$ cat src/hdl/lnorm_pkg.sv
// lnorm_pkg: shared types and constants for the layer normalization block
// command and status structs between controller and datapath, fixed widths
// no dependencies
`default_nettype none
package lnorm_pkg;

  localparam int unsigned DATA_W  = 16;
  localparam int unsigned SUM_W   = 24;
  localparam int unsigned NUM_W   = 26;
  localparam int unsigned N_W     = 7;
  localparam int unsigned DSQ_W   = 32;
  localparam int unsigned SQ_W    = 38;
  localparam int unsigned DIVN_W  = 57;
  localparam int unsigned DIVD_W  = 33;
  localparam int unsigned DCNT_W  = 6;
  localparam int unsigned RAD_W   = 58;
  localparam int unsigned ROOT_W  = 29;
  localparam int unsigned SREM_W  = 31;
  localparam int unsigned SCNT_W  = 5;
  localparam int unsigned MEAN_W  = 17;
  localparam int unsigned GD_W    = 33;
  localparam int unsigned P_W     = 63;
  localparam int unsigned Q_FRAC  = 28;

  localparam logic [ROOT_W-1:0] INV_CAP   = ROOT_W'(1) << 28;
  localparam logic [DATA_W-1:0] EPS_RESET = 16'd168;

  typedef enum logic [1:0] {
    DIV_MEAN = 2'd0,
    DIV_VAR  = 2'd1,
    DIV_INV  = 2'd2
  } div_sel_e;

  typedef enum logic [15:0] {
    ST_IDLE     = 16'b0000_0000_0000_0001,
    ST_MEAN_ST  = 16'b0000_0000_0000_0010,
    ST_MEAN_RUN = 16'b0000_0000_0000_0100,
    ST_VAR_RD   = 16'b0000_0000_0000_1000,
    ST_VAR_MUL  = 16'b0000_0000_0001_0000,
    ST_VAR_ACC  = 16'b0000_0000_0010_0000,
    ST_VDIV_ST  = 16'b0000_0000_0100_0000,
    ST_VDIV_RUN = 16'b0000_0000_1000_0000,
    ST_IDIV_ST  = 16'b0000_0001_0000_0000,
    ST_IDIV_RUN = 16'b0000_0010_0000_0000,
    ST_SQRT_ST  = 16'b0000_0100_0000_0000,
    ST_SQRT_RUN = 16'b0000_1000_0000_0000,
    ST_EMIT_RD  = 16'b0001_0000_0000_0000,
    ST_EMIT_M1  = 16'b0010_0000_0000_0000,
    ST_EMIT_M2  = 16'b0100_0000_0000_0000,
    ST_EMIT_OUT = 16'b1000_0000_0000_0000
  } state_e;

  typedef struct packed {
    logic     load;
    logic     div_start;
    div_sel_e div_sel;
    logic     mean_take;
    logic     sq_clr;
    logic     rd_en;
    logic     sq_mul;
    logic     sq_acc;
    logic     addr_clr;
    logic     addr_inc;
    logic     var_take;
    logic     sqrt_start;
    logic     sqrt_take;
    logic     inv_cap;
    logic     m1;
    logic     m2;
    logic     out_load;
    logic     vec_clr;
  } cmd_t;

  typedef struct packed {
    logic div_done;
    logic sqrt_done;
    logic addr_last;
    logic vq_zero;
    logic out_busy;
  } sts_t;

endpackage
`default_nettype wire

$ cat src/hdl/lnorm_ctrl.sv
// lnorm_ctrl: sequencer for load, mean, variance, inverse root and emit passes
// depends on lnorm_pkg
`default_nettype none
module lnorm_ctrl (
  input  wire logic             clk_i,
  input  wire logic             rst_ni,
  input  wire logic             in_valid_i,
  input  wire logic             in_last_i,
  output logic                  in_ready_o,
  output lnorm_pkg::cmd_t       cmd_o,
  input  wire lnorm_pkg::sts_t  sts_i
);

  lnorm_pkg::state_e state_q, state_d;

  always_ff @(posedge clk_i or negedge rst_ni) begin
    if (!rst_ni) begin
      state_q <= lnorm_pkg::ST_IDLE;
    end else begin
      state_q <= state_d;
    end
  end

  always_comb begin
    state_d       = state_q;
    cmd_o         = '0;
    cmd_o.div_sel = lnorm_pkg::DIV_MEAN;
    in_ready_o    = 1'b0;
    case (state_q)
      lnorm_pkg::ST_IDLE: begin
        in_ready_o = 1'b1;
        if (in_valid_i) begin
          cmd_o.load = 1'b1;
          if (in_last_i) begin
            state_d = lnorm_pkg::ST_MEAN_ST;
          end
        end
      end
      lnorm_pkg::ST_MEAN_ST: begin
        cmd_o.div_start = 1'b1;
        state_d         = lnorm_pkg::ST_MEAN_RUN;
      end
      lnorm_pkg::ST_MEAN_RUN: begin
        if (sts_i.div_done) begin
          cmd_o.mean_take = 1'b1;
          cmd_o.addr_clr  = 1'b1;
          cmd_o.sq_clr    = 1'b1;
          state_d         = lnorm_pkg::ST_VAR_RD;
        end
      end
      lnorm_pkg::ST_VAR_RD: begin
        cmd_o.rd_en = 1'b1;
        state_d     = lnorm_pkg::ST_VAR_MUL;
      end
      lnorm_pkg::ST_VAR_MUL: begin
        cmd_o.sq_mul = 1'b1;
        state_d      = lnorm_pkg::ST_VAR_ACC;
      end
      lnorm_pkg::ST_VAR_ACC: begin
        cmd_o.sq_acc = 1'b1;
        if (sts_i.addr_last) begin
          cmd_o.addr_clr = 1'b1;
          state_d        = lnorm_pkg::ST_VDIV_ST;
        end else begin
          cmd_o.addr_inc = 1'b1;
          state_d        = lnorm_pkg::ST_VAR_RD;
        end
      end
      lnorm_pkg::ST_VDIV_ST: begin
        cmd_o.div_sel   = lnorm_pkg::DIV_VAR;
        cmd_o.div_start = 1'b1;
        state_d         = lnorm_pkg::ST_VDIV_RUN;
      end
      lnorm_pkg::ST_VDIV_RUN: begin
        cmd_o.div_sel = lnorm_pkg::DIV_VAR;
        if (sts_i.div_done) begin
          cmd_o.var_take = 1'b1;
          state_d        = lnorm_pkg::ST_IDIV_ST;
        end
      end
      lnorm_pkg::ST_IDIV_ST: begin
        cmd_o.div_sel = lnorm_pkg::DIV_INV;
        if (sts_i.vq_zero) begin
          cmd_o.inv_cap = 1'b1;
          state_d       = lnorm_pkg::ST_EMIT_RD;
        end else begin
          cmd_o.div_start = 1'b1;
          state_d         = lnorm_pkg::ST_IDIV_RUN;
        end
      end
      lnorm_pkg::ST_IDIV_RUN: begin
        cmd_o.div_sel = lnorm_pkg::DIV_INV;
        if (sts_i.div_done) begin
          state_d = lnorm_pkg::ST_SQRT_ST;
        end
      end
      lnorm_pkg::ST_SQRT_ST: begin
        cmd_o.sqrt_start = 1'b1;
        state_d          = lnorm_pkg::ST_SQRT_RUN;
      end
      lnorm_pkg::ST_SQRT_RUN: begin
        if (sts_i.sqrt_done) begin
          cmd_o.sqrt_take = 1'b1;
          state_d         = lnorm_pkg::ST_EMIT_RD;
        end
      end
      lnorm_pkg::ST_EMIT_RD: begin
        cmd_o.rd_en = 1'b1;
        state_d     = lnorm_pkg::ST_EMIT_M1;
      end
      lnorm_pkg::ST_EMIT_M1: begin
        cmd_o.m1 = 1'b1;
        state_d  = lnorm_pkg::ST_EMIT_M2;
      end
      lnorm_pkg::ST_EMIT_M2: begin
        cmd_o.m2 = 1'b1;
        state_d  = lnorm_pkg::ST_EMIT_OUT;
      end
      lnorm_pkg::ST_EMIT_OUT: begin
        if (!sts_i.out_busy) begin
          cmd_o.out_load = 1'b1;
          if (sts_i.addr_last) begin
            cmd_o.vec_clr = 1'b1;
            state_d       = lnorm_pkg::ST_IDLE;
          end else begin
            cmd_o.addr_inc = 1'b1;
            state_d        = lnorm_pkg::ST_EMIT_RD;
          end
        end
      end
      default: begin
        state_d = lnorm_pkg::ST_IDLE;
      end
    endcase
  end

endmodule
`default_nettype wire

$ cat config.mk
export PLATFORM = sky130hd
export DESIGN_NAME = lnorm_ctrl
export DESIGN_NICKNAME = d
export VERILOG_FILES = /design/src/hdl/lnorm_pkg.sv /design/src/hdl/lnorm_ctrl.sv
export SDC_FILE = /design/constraint.sdc
export NUM_CORES = 1
export LEC_CHECK = 0
export ABC_AREA = 1
export BUFFER_PORTS_ARGS = -buffer_cell sky130_fd_sc_hd__buf_4
export CAP_MARGIN = 20
export CORE_MARGIN = 2
export CORE_UTILIZATION = 42
export DETAILED_ROUTE_END_ITERATION = 16
export PLACE_DENSITY = 0.69
export RECOVER_POWER = 25
export SLEW_MARGIN = 20
export SYNTH_ARGS = -nofsm -noshare
export SYNTH_HDL_FRONTEND = slang
export SYNTH_SLANG_ARGS = --single-unit
$ cat constraint.sdc
create_clock -name clk_i -period 1.6 [get_ports clk_i]
set_input_delay 0.08 -clock clk_i [delete_from_list [all_inputs] [get_ports clk_i]]
set_output_delay 0.08 -clock clk_i [all_outputs]
set_load 0.02 [all_outputs]
==> Word level (Yosys, flattened, before mapping) <==
Cells that the tools add are included.
{ "word_totals": {"register_bits": 16, "out_inout_bits": 20, "word_cells": 67} }
{ "classes": {"n_eq_ne": 23, "muxes": 38, "reduce_logical": 5} }
{ "ops": {"columns": ["cell", "count"], "rows": [
  ["$pmux W16 S16", 1],
  ["$mux W16", 7],
  ["$mux W13", 2],
  ["$mux W1", 19],
  ["$eq A16 B1 Y1 const B", 1],
  ["$eq A16 B10 Y1 const B", 1],
  ["$eq A16 B11 Y1 const B", 1],
  ["$eq A16 B12 Y1 const B", 1],
  ["$eq A16 B13 Y1 const B", 1],
  ["$eq A16 B14 Y1 const B", 1],
  ["$eq A16 B15 Y1 const B", 1],
  ["$eq A16 B16 Y1 const B", 1],
  ["$eq A16 B2 Y1 const B", 1],
  ["$eq A16 B3 Y1 const B", 1],
  ["$eq A16 B4 Y1 const B", 1],
  ["$eq A16 B5 Y1 const B", 1],
  ["$eq A16 B6 Y1 const B", 1],
  ["$eq A16 B7 Y1 const B", 1],
  ["$eq A16 B8 Y1 const B", 1],
  ["$eq A16 B9 Y1 const B", 1],
  ["$ne A2 B2 Y1 const B", 7],
  ["$mux W2", 4],
  ["$reduce_or A2 Y1", 4],
  ["$mux W7", 1],
  ["other kinds (3)", 5]
]} }

==> Depth between registers and ports, before layout <==
Gate-level depths: netlist (run 1).
{ "logic_depth": {"ltp_word": 3, "ltp_mapped": 11, "depth_no_buf": 11} }

==> Worst setup path before layout (run 1) <==
Ideal clock, no wire load.
{ "synth_path": {"path_kind": "reg-to-output", "startpoint": "register state_q[4]", "endpoint": "output port cmd_o[8] (netlist name)", "t_arrival_ps": 1623, "required_time_ps": 1520, "slack_ps": -103, "path_stages_with_launch": 9, "path_buffers": 1, "path_cell_list": "dfrtp_1 > nor2_2 > nand2_4 > nor2_8 > buf_6 > nand2_2 > nor2_1 > nand2_1 > nand2_1"} }
{ "synth_rtl": {"columns": ["item", "line_no", "text"], "rows": [
  ["start: declaration", "lnorm_ctrl.sv:14", "lnorm_pkg::state_e state_q, state_d;"],
  ["start signal: assignment", "lnorm_ctrl.sv:18", "state_q <= lnorm_pkg::ST_IDLE;"],
  ["start signal: assignment", "lnorm_ctrl.sv:20", "state_q <= state_d;"],
  ["end: declaration", "lnorm_ctrl.sv:10", "output lnorm_pkg::cmd_t cmd_o,"]
]} }

==> summary.md, run 1 <==
| Metric | Value |
|---|---|
| VDD IR max | 0.965 mV |
| Number of synthesized register bits | 16 |
| N_diodes | 0 |
| Worst setup EP type | output port |
| Chip width | 59.4 µm |
| Fillers | 173 |
| DRT Wirelength | 5.23 mm |
| Max reg flops | 16 |
| CP Data Arrival Time | 1930 ps |
| Routed Antenna Nets | 0 |
| Seq pwr share | 24.1% |
| Switching power | 0.000972 W |
| Worst Hold Class | in2reg |
| Slowest CP cell | dfrtp_2 |
| Num CTS Buffers | 3 |
| Layout cells sized above 1 | 56.7% |
| Crit path time final | 2010 ps |
| Ys Warns | 0 |
| Via count | 1660 |
| Clk pin slew, worst setup/hold paths | 120 ps |
| Synthesized Nets | 202 |
| Critical Path RT | 1520 ps |
| GRT overflow | 0 |
| Count leader, synth | nor2_1 |
| Largest net degree at the start of global routing | 17 |
| Int Power | 0.00111 W |
| GRT Util Overall | 23.9% |
| Crit path max-delay family | simple AND/OR/NAND/NOR gates |
| Final worst slack | -411 ps |
| Peak Freq | 0.497 GHz |
| Initial antenna violation count | 0 |
| Syn-to-layout area delta | 85.2% |
| MaxCap Viol Count | 0 |
| Pins Over Slew Limit | 0 |
| Fin cells | 310 |
| PD cells | 872 nW/µm² |
| Vias/cell | 5.35 |
| Fin crit share | 126% |
| Main synth FF type | dfrtp_1 |
| Hold Fails Final Rpt | 0 |
| Top Registers | state_q (16) |
| Leak | 1.32 nW |
| Design area | 2380 µm² |
| Largest stage delay, worst path | 460 ps |
| Cell type with the largest total area after synthesis | dfrtp_1 |
| Placed cells | 269 |
| Crit-path cells | nor2_4 > nand2_4 > nor2_4 > inv_4 > nor2_4 > nand3_4 > inv_4 > nand2_2 > nand2_2 > buf_6 |
| Initial DRC count | 90 |
| Placed cell area | 1650 µm² |
| Ranking of synthesized cells by area | dfrtp_1 (29%), nor2_1 (15%), nand2_1 (13%), inv_1 (7.6%), nand3_1 (5.1%) |
| Crit path buf inv count | 3 |
| CTS root buf | clkbuf_4 |
| Post-synthesis cell count | 193 |
| Largest reg by FF count | state_q |
| Routed length per instance | 16.9 µm |
| Post-synth EDFFs | 0 |
| Max_slew headroom | 37.0% |
| WHS | 57.4 ps |
| Post-layout nets | 287 |
| Num ports | 29 |
| Vias in the first global route | 1421 |
| CTS tree | done |
| Num Clock Sinks | 16 |
| Final Skew | 9.14 ps |
| Global-route wire length before repair | 6.24 mm |
| DRC Markers | 0 |
| H-tree levels | 1 |
| Clock power share | 14.4% |
| CP dominant cell by count | nor2_4 |
| Core Region | 2980 µm² |
| Cell row count | 20 |
| Fin util | 80.1% |
| Initial core utilization | 43.2% |
| Seq/Total Area, Yosys | 31.2% |
| Synth async-reset ratio | 100% |
| Logic pwr share | 61.5% |
| Crit path max fanout | 4 |
| Drt first pass iters | 5 |
| Status | finished with violations |
| Overall Power | 0.00208 W |
| RSZ-0062 raised after global routing | true |
| Mapped Area | 1290 µm² |
| Synth Area per Inst | 6.67 µm² |
| Post-synth top area share | 29.2% |
| Endpoints failing setup | 28 |
| CP Class | reg2out |
| Startpoint class of the critical path | flip-flop |
| Die ar. | 3520 µm² |
| Clock latency on the worst-skew pair | 310 ps |
| CTS max path bufs | 2 |
| Violated checks | negative setup slack |
| Switching Share | 46.8% |
| Dpl hpwl | 2.52 mm |
| Post-synth cell types | 25 |
| Vert. Die Dim | 59.4 µm |
| Slew at the pin closest to its max-slew limit | 944 ps |
| Number of buffers added on ports | 28 |
| Final GP Congestion | 0.881 |
| Post-synth top cells | nor2_1 (50), nand2_1 (46), inv_1 (26), dfrtp_1 (15), nand3_1 (13) |
[per-stage QoR]
step           TNS [ps]  setup slack (ps)
6_report          -5520              -411
5_1_grt           -6620              -440
4_1_cts           -3170              -243
3_5_place_dp      -12.7             -9.99
3_3_place_gp          0             0.749
2_1_floorplan         0              10.1
[logic make-up after synthesis]
logic type / synth area share (%)
buf+inv: 11.0
flops: 31.2
simple gates: 53.4
compound gates: 4.37
[power groups by stage]
stage          combinational, W  clock (W)  sequential [W]
2_1_floorplan          0.000613          0        0.000492
3_3_place_gp           0.000835          0        0.000496
3_5_place_dp           0.000843          0        0.000498
4_1_cts                 0.00112   0.000282        0.000495
5_1_grt                 0.00135   0.000326        0.000505
6_report                0.00128   0.000299        0.000501
[cell type report]
cell class | instances | area [µm²] | area share [%]
Clock buffer | 4 | 36.3 | 1.52
Inverter | 29 | 116 | 4.88
Multi-Input combinational cell | 145 | 1050 | 44.1
Sequential cell | 16 | 403 | 16.9
Tap cell | 33 | 41.3 | 1.73
Timing Repair Buffer | 83 | 737 | 30.9
[final timing paths]
path / from / end / slack, ps / depth (start not counted)
max: state_q[11]$_DFFE_PN0P_ / cmd_o[8] / -410 / 10
min: sts_i[1] / state_q[9]$_DFFE_PN0P_ / 60 / 3
max reg2reg: state_q[12]$_DFFE_PN0P_ / state_q[0]$_DFFE_PN1P_ / -220 / 13
min reg2reg: state_q[0]$_DFFE_PN1P_ / state_q[0]$_DFFE_PN1P_ / 680 / 3
max in group asynchronous: rst_ni / state_q[11]$_DFFE_PN0P_ / 560 / 2
min in group asynchronous: rst_ni / state_q[15]$_DFFE_PN0P_ / 410 / 2
[worst reg2reg max path: stages (launching register included)]
cell	delay, ps
dfrtp_1	440
nor2_4	60
nand2_4	110
nor2_4	60
buf_4	130
buf_6	110
buf_4	130
nand2_1	80
nand2_1	60
nor2_1	180
nand2_1	110
nor2_1	140
nor2_1	50
nor2_1	90
[repair_timing]
action,4_1_cts,5_1_grt
hold buffers,2,0
setup buffers,22,17
hold endpoints to repair,17,0
setup endpoints to repair,24,27
pin swaps,15,24
resized for setup,65,46
[cell usage in the layout, fill, tap and decap left out, types with 2 or more instances in the layout]
| cell type | instances |
|---|---|
| nand3_1 | 9 |
| o21ai_0 | 2 |
| inv_4 | 3 |
| buf_6 | 28 |
| dlygate4sd3_1 | 2 |
| nand2_1 | 32 |
| nand2_4 | 16 |
| nor3_4 | 2 |
| nand2_2 | 5 |
| buf_4 | 51 |
| inv_2 | 4 |
| nor2_1 | 37 |
| dfrtp_1 | 14 |
| clkbuf_4 | 3 |
| nor2_2 | 2 |
| o21ai_2 | 3 |
| nand3_4 | 5 |
| inv_1 | 22 |
| nor2_4 | 22 |
| nand3_2 | 2 |
[per-layer routing]
layer / vias to the layer above / wire [µm] / GRT usage (%)
li1: 753 / - / -
met1: 781 / 2040 / 28.3
met2: 97 / 2580 / 42.4
met3: 29 / 332 / 3.49
met4: 0 / 281 / 10.1
met5: - / 0 / 0
Note: power is estimated with default switching activity, not from simulation.
==> inputs of run 2 (changes only) <==
==> constraint.sdc (replaced) <==
create_clock -name clk_i -period 2.6 [get_ports clk_i]
set_input_delay 0.13 -clock clk_i [delete_from_list [all_inputs] [get_ports clk_i]]
set_output_delay 0.13 -clock clk_i [all_outputs]
set_load 0.02 [all_outputs]
==> summary.md, run 2 (synthesis results as in run 1) <==
| Metric | Value |
|---|---|
| Pins Over Slew Limit | 0 |
| CTS max path bufs | 2 |
| Critical Path RT | 2470 ps |
| Via count | 1214 |
| Switching Share | 44.9% |
| H-tree levels | 1 |
| Crit path max fanout | 13 |
| Most frequent cells in the layout | nor2_1 (50), nand2_1 (46), buf_4 (27), inv_1 (26), dfrtp_1 (15) |
| DRT Wirelength | 2.91 mm |
| CP Class | reg2out |
| Worst Hold Class | in2reg |
| Clock latency on the worst-skew pair | 290 ps |
| Syn-to-layout area delta | 20.5% |
| Number of buffers added on ports | 28 |
| Status | complete, no violations |
| Layout cells sized above 1 | 28.3% |
| Dpl hpwl | 2.38 mm |
| Largest reg by FF count | state_q |
| Post-layout nets | 233 |
| Slew at the pin closest to its max-slew limit | 871 ps |
| Fin crit share | 80.9% |
| Chip width | 59.4 µm |
| Largest net degree at the start of global routing | 17 |
| Core Region | 2980 µm² |
| Initial antenna violation count | 0 |
| MaxCap Viol Count | 0 |
| Routed length per instance | 11.4 µm |
| Die ar. | 3520 µm² |
| CP Data Arrival Time | 1970 ps |
| VDD IR max | 0.559 mV |
| Cell row count | 20 |
| Leak | 0.949 nW |
| CTS tree | done |
| Crit path time final | 2100 ps |
| RSZ-0062 raised after global routing | false |
| Fin cells | 256 |
| Initial DRC count | 64 |
| Setup TNS | 0 ps |
| Global-route wire length before repair | 4.89 mm |
| Top Registers | state_q (16) |
| Int Power | 0.000524 W |
| Overall Power | 0.000951 W |
| Initial core utilization | 43.2% |
| Vias/cell | 4.74 |
| Clock power share | 18.2% |
| Postcts setup bufs | 0 |
| Num Clock Sinks | 16 |
| CTS root buf | clkbuf_4 |
| Peak Freq | 0.475 GHz |
| Max reg flops | 16 |
| N_diodes | 0 |
| Routed Antenna Nets | 0 |
| Switching power | 0.000427 W |
| Pre-CTS setup slack | 832 ps |
| Max_slew headroom | 42.0% |
| Post_cts resized | 0 |
| GRT Util Overall | 18.6% |
| Num ports | 29 |
| DRC Markers | 0 |
| Hold Buf Count CTS | 1 |
| Seq pwr share | 31.8% |
| Final GP Congestion | 0.810 |
| Placed cells | 251 |
| Hold Fails Final Rpt | 0 |
| Endpoints failing setup | 0 |
| Clk pin slew, worst setup/hold paths | 100 ps |
| Vias in the first global route | 1081 |
| Drt first pass iters | 4 |
| Worst setup EP type | output port |
| Startpoint class of the critical path | flip-flop |
| GRT overflow | 0 |
| PD cells | 613 nW/µm² |
| Commonest non-fill, non-tap cell in the layout | nor2_1 |
| Final worst slack | 496 ps |
| Logic pwr share | 50.0% |
| Vert. Die Dim | 59.4 µm |
| Final Skew | 2.96 ps |
| Num CTS Buffers | 3 |
## run 2: worst max-delay path, stage by stage (launching register included)
cell      delay, ps
dfrtp_1         420
nor2_2          240
nand2_4         140
nor2_8          240
nand4_4         130
or2_4           270
o211ai_2         60
buf_4           160
## run 2: power by group through the flow
stage	clock, W	sequential (W)	combinational, W
finish	0.000173	0.000302	0.000476
global route	0.000188	0.000305	0.000535
CTS	0.000177	0.000302	0.000477
detailed placement	0	0.000307	0.000474
global placement	0	0.000307	0.000473
floorplan	0	0.000303	0.000377
## run 2: routing by layer
layer  vias up  part of all wire (%)  track usage [%]
li1        646                     -                -
met1       536                    48             27.4
met5         -                     0                0
met4         0                   1.2             6.82
met3         4                   4.9             2.62
met2        28                    46             27.6
## run 2: stage by stage
| step | instance area, µm² | utilization, % | hold slack (ps) |
|---|---|---|---|
| floorplan | 1290 | - | -166 |
| detailed placement | 1510 | 50.7 | 6.56 |
| global route | 1550 | 52.1 | 68.0 |
| CTS | 1560 | 52.2 | 38.6 |
| finish | 1550 | 52.1 | 38.5 |
| global placement | 1510 | 50.7 | 8.35 |
## run 2: cell type report
type / count / area (µm²)
inverters: 29 / 111
multi-input cells: 145 / 744
clock buffers: 4 / 36.3
flip-flops and latches: 16 / 402
repair buffers: 29 / 216
well taps: 33 / 41.3
fillers: 302 / 1430
## run 2: final timing paths
kind,start,to,slack [ps],cells past startpoint
max,state_q[4]$_DFFE_PN0P_,cmd_o[17],500,7
min,sts_i[4],state_q[7]$_DFFE_PN0P_,40,2
max reg2reg,state_q[14]$_DFFE_PN0P_,state_q[12]$_DFFE_PN0P_,800,8
min reg2reg,state_q[0]$_DFFE_PN1P_,state_q[0]$_DFFE_PN1P_,550,2
max in group asynchronous,rst_ni,state_q[15]$_DFFE_PN0P_,1610,2
min in group asynchronous,rst_ni,state_q[2]$_DFFE_PN0P_,460,2
==> inputs of run 3 (changes only) <==
--- a/config.mk
+++ b/config.mk
@@ -11,7 +11,7 @@
 export CORE_MARGIN = 2
 export CORE_UTILIZATION = 42
 export DETAILED_ROUTE_END_ITERATION = 16
-export PLACE_DENSITY = 0.69
+export PLACE_DENSITY = 0.71
 export RECOVER_POWER = 25
 export SLEW_MARGIN = 20
 export SYNTH_ARGS = -nofsm -noshare
==> constraint.sdc (replaced) <==
create_clock -name clk_i -period 1.7 [get_ports clk_i]
set_input_delay 0.085 -clock clk_i [delete_from_list [all_inputs] [get_ports clk_i]]
set_output_delay 0.085 -clock clk_i [all_outputs]
set_load 0.02 [all_outputs]
==> summary.md, run 3 (synthesis results as in run 1) <==
| Metric | Value |
|---|---|
| Reg-to-Reg Start | state_q[10]$_DFFE_PN0P_ |
| Core Region | 2980 µm² |
| Fin crit share | 115% |
| N_diodes | 0 |
| Int Power | 0.00105 W |
| CP dominant cell by count | nor2_4 |
| CP Data Arrival Time | 1880 ps |
| Slowest CP cell | dfrtp_1 |
| Most frequent cells in the layout | buf_4 (52), nor2_1 (42), nand2_1 (34), buf_6 (23), inv_1 (22) |
| CTS max path bufs | 2 |
| Clock power share | 13.9% |
| Initial DRC count | 106 |
| Num CTS Buffers | 3 |
| VDD IR max | 1.05 mV |
| Vias/cell | 5.34 |
| Largest stage delay, worst path | 430 ps |
| Switching Share | 46.0% |
| Number of buffers added on ports | 28 |
| Crit path time final | 1960 ps |
| Placed cells | 262 |
| Top Registers | state_q (16) |
| Crit path max-delay family | simple AND/OR/NAND/NOR gates |
| Chip width | 59.4 µm |
| Leak | 1.28 nW |
| Clock latency on the worst-skew pair | 300 ps |
| Max reg flops | 16 |
| Fin util | 75.1% |
| Vert. Die Dim | 59.4 µm |
| Multi-input logic area | 957 µm² |
| Global-route wire length before repair | 6.49 mm |
| Met2 usage | 39.4% |
| DRC Markers | 0 |
| FF/Latch Area | 403 µm² |
| GRT overflow | 0 |
| Pins Over Slew Limit | 0 |
| Critical Path RT | 1620 ps |
| Routed Antenna Nets | 0 |
| Peak Freq | 0.510 GHz |
| Switching power | 0.000896 W |
| Post-layout nets | 283 |
| Drt first pass iters | 4 |
| Hold Fails Final Rpt | 0 |
| CP Class | reg2out |
| Gr busiest metal | met2 |
| RSZ-0062 raised after global routing | true |
| Largest net degree at the start of global routing | 17 |
| Routed length per instance | 15.7 µm |
| Slew at the pin closest to its max-slew limit | 972 ps |
| Logic pwr share | 61.5% |
| Crit-path cells | nor2_4 > nand2_4 > nor2_4 > inv_4 > nor2_4 > nand3_1 > o211ai_2 > buf_6 |
| Status | finished with violations |
| Via count | 1634 |
| Crit path max fanout | 5 |
| Hold Startpoint | sts_i[2] |
| MaxCap Viol Count | 0 |
| H-tree levels | 1 |
| Initial antenna violation count | 0 |
| M3 GR Usage | 2.84% |
| Startpoint class of the critical path | flip-flop |
| CP startpoint | state_q[10]$_DFFE_PN0P_ |
| Clk pin slew, worst setup/hold paths | 110 ps |
| Worst Hold Class | in2reg |
| Cell row count | 20 |
| Num ports | 29 |
| Syn-to-layout area delta | 73.8% |
| Fillers | 196 |
| PD cells | 870 nW/µm² |
| Vias in the first global route | 1498 |
| DRT Wirelength | 4.81 mm |
| Max_slew headroom | 35.2% |
| Worst setup EP type | output port |
| CTS tree | done |
| Dpl hpwl | 2.48 mm |
| Final worst slack | -260 ps |
| Crit path buf inv count | 2 |
| Fin cells | 306 |
| GRT Util Overall | 24.1% |
| CTS root buf | clkbuf_4 |
| Seq pwr share | 24.6% |
| Violated checks | negative setup slack |
| Commonest non-fill, non-tap cell in the layout | buf_4 |
| Initial core utilization | 43.2% |
| Num Clock Sinks | 16 |
| Final Skew | 7.23 ps |
| Layout cells sized above 1 | 52.0% |
| Endpoints failing setup | 24 |
| Die ar. | 3520 µm² |
| Met1 Usage GRT | 30.8% |
| Final GP Congestion | 0.848 |
| Largest reg by FF count | state_q |
| Pre-CTS setup slack | 39.1 ps |
-- run 3: cell count changes in the layout (fill, tap and decap cells not counted), sizes merged --
cell,previous run,this run
buf,27,76
dlygate4sd3,1,2
-- run 3: power groups by stage --
stage	Combinational, W	Sequential, W	Clock [W]
4_1_cts	0.000947	0.000471	0.000268
6_report	0.00120	0.000479	0.000271
2_1_floorplan	0.000577	0.000463	0
3_5_place_dp	0.000755	0.000468	0
3_3_place_gp	0.000757	0.000467	0
5_1_grt	0.00127	0.000481	0.000286
-- run 3: layer usage --
layer | wire length [µm] | vias up | part of all wire, %
met2 | 2410 | 86 | 50
met4 | 189 | 0 | 3.9
li1 | - | 749 | -
met3 | 310 | 24 | 6.4
met1 | 1900 | 775 | 39
met5 | 0 | - | 0
-- run 3: through the flow --
step                      TNS, ps  total power (W)  cell area (µm²)  hold WS, ps
final                       -3870          0.00195             2240          123
after global routing        -5670          0.00204             2240          161
after CTS                   -1340          0.00169             1890         71.2
after detailed placement        0          0.00122             1590        -39.9
after global placement          0          0.00122             1590        -39.8
after floorplan                 0          0.00104             1290         -211
-- run 3: worst reg2reg max path, delay by kind of cell (launching register included) --
family | cells | cell delay (ps)
simple gates | 9 | 870
buf+inv | 5 | 580
flops | 1 | 430
-- run 3: final cells by class --
| class | instances | area share, % |
|---|---|---|
| timing repair buffer | 79 | 30.8 |
| sequential | 16 | 18.0 |
| multi-input combinational | 145 | 42.8 |
| inverter | 29 | 4.98 |
| clock buffer | 4 | 1.62 |
| tap | 33 | 1.85 |
-- run 3: timing repair --
item                                   CTS  global route
gates resized for setup                 25            58
setup endpoints to repair               20            28
buffers inserted                        21            19
pin swaps                               14            16
endpoints found under the hold margin   18             0
hold buffers                             2             0
-- run 3: worst paths after layout --
path,to,slack (ps),depth (start not counted)
min reg2reg,state_q[0]$_DFFE_PN1P_,550,2
max reg2reg,state_q[0]$_DFFE_PN1P_,-230,14
max in group asynchronous,state_q[11]$_DFFE_PN0P_,600,2
max,cmd_o[17],-260,8
min in group asynchronous,state_q[5]$_DFFE_PN0P_,450,2
min,state_q[12]$_DFFE_PN0P_,120,4
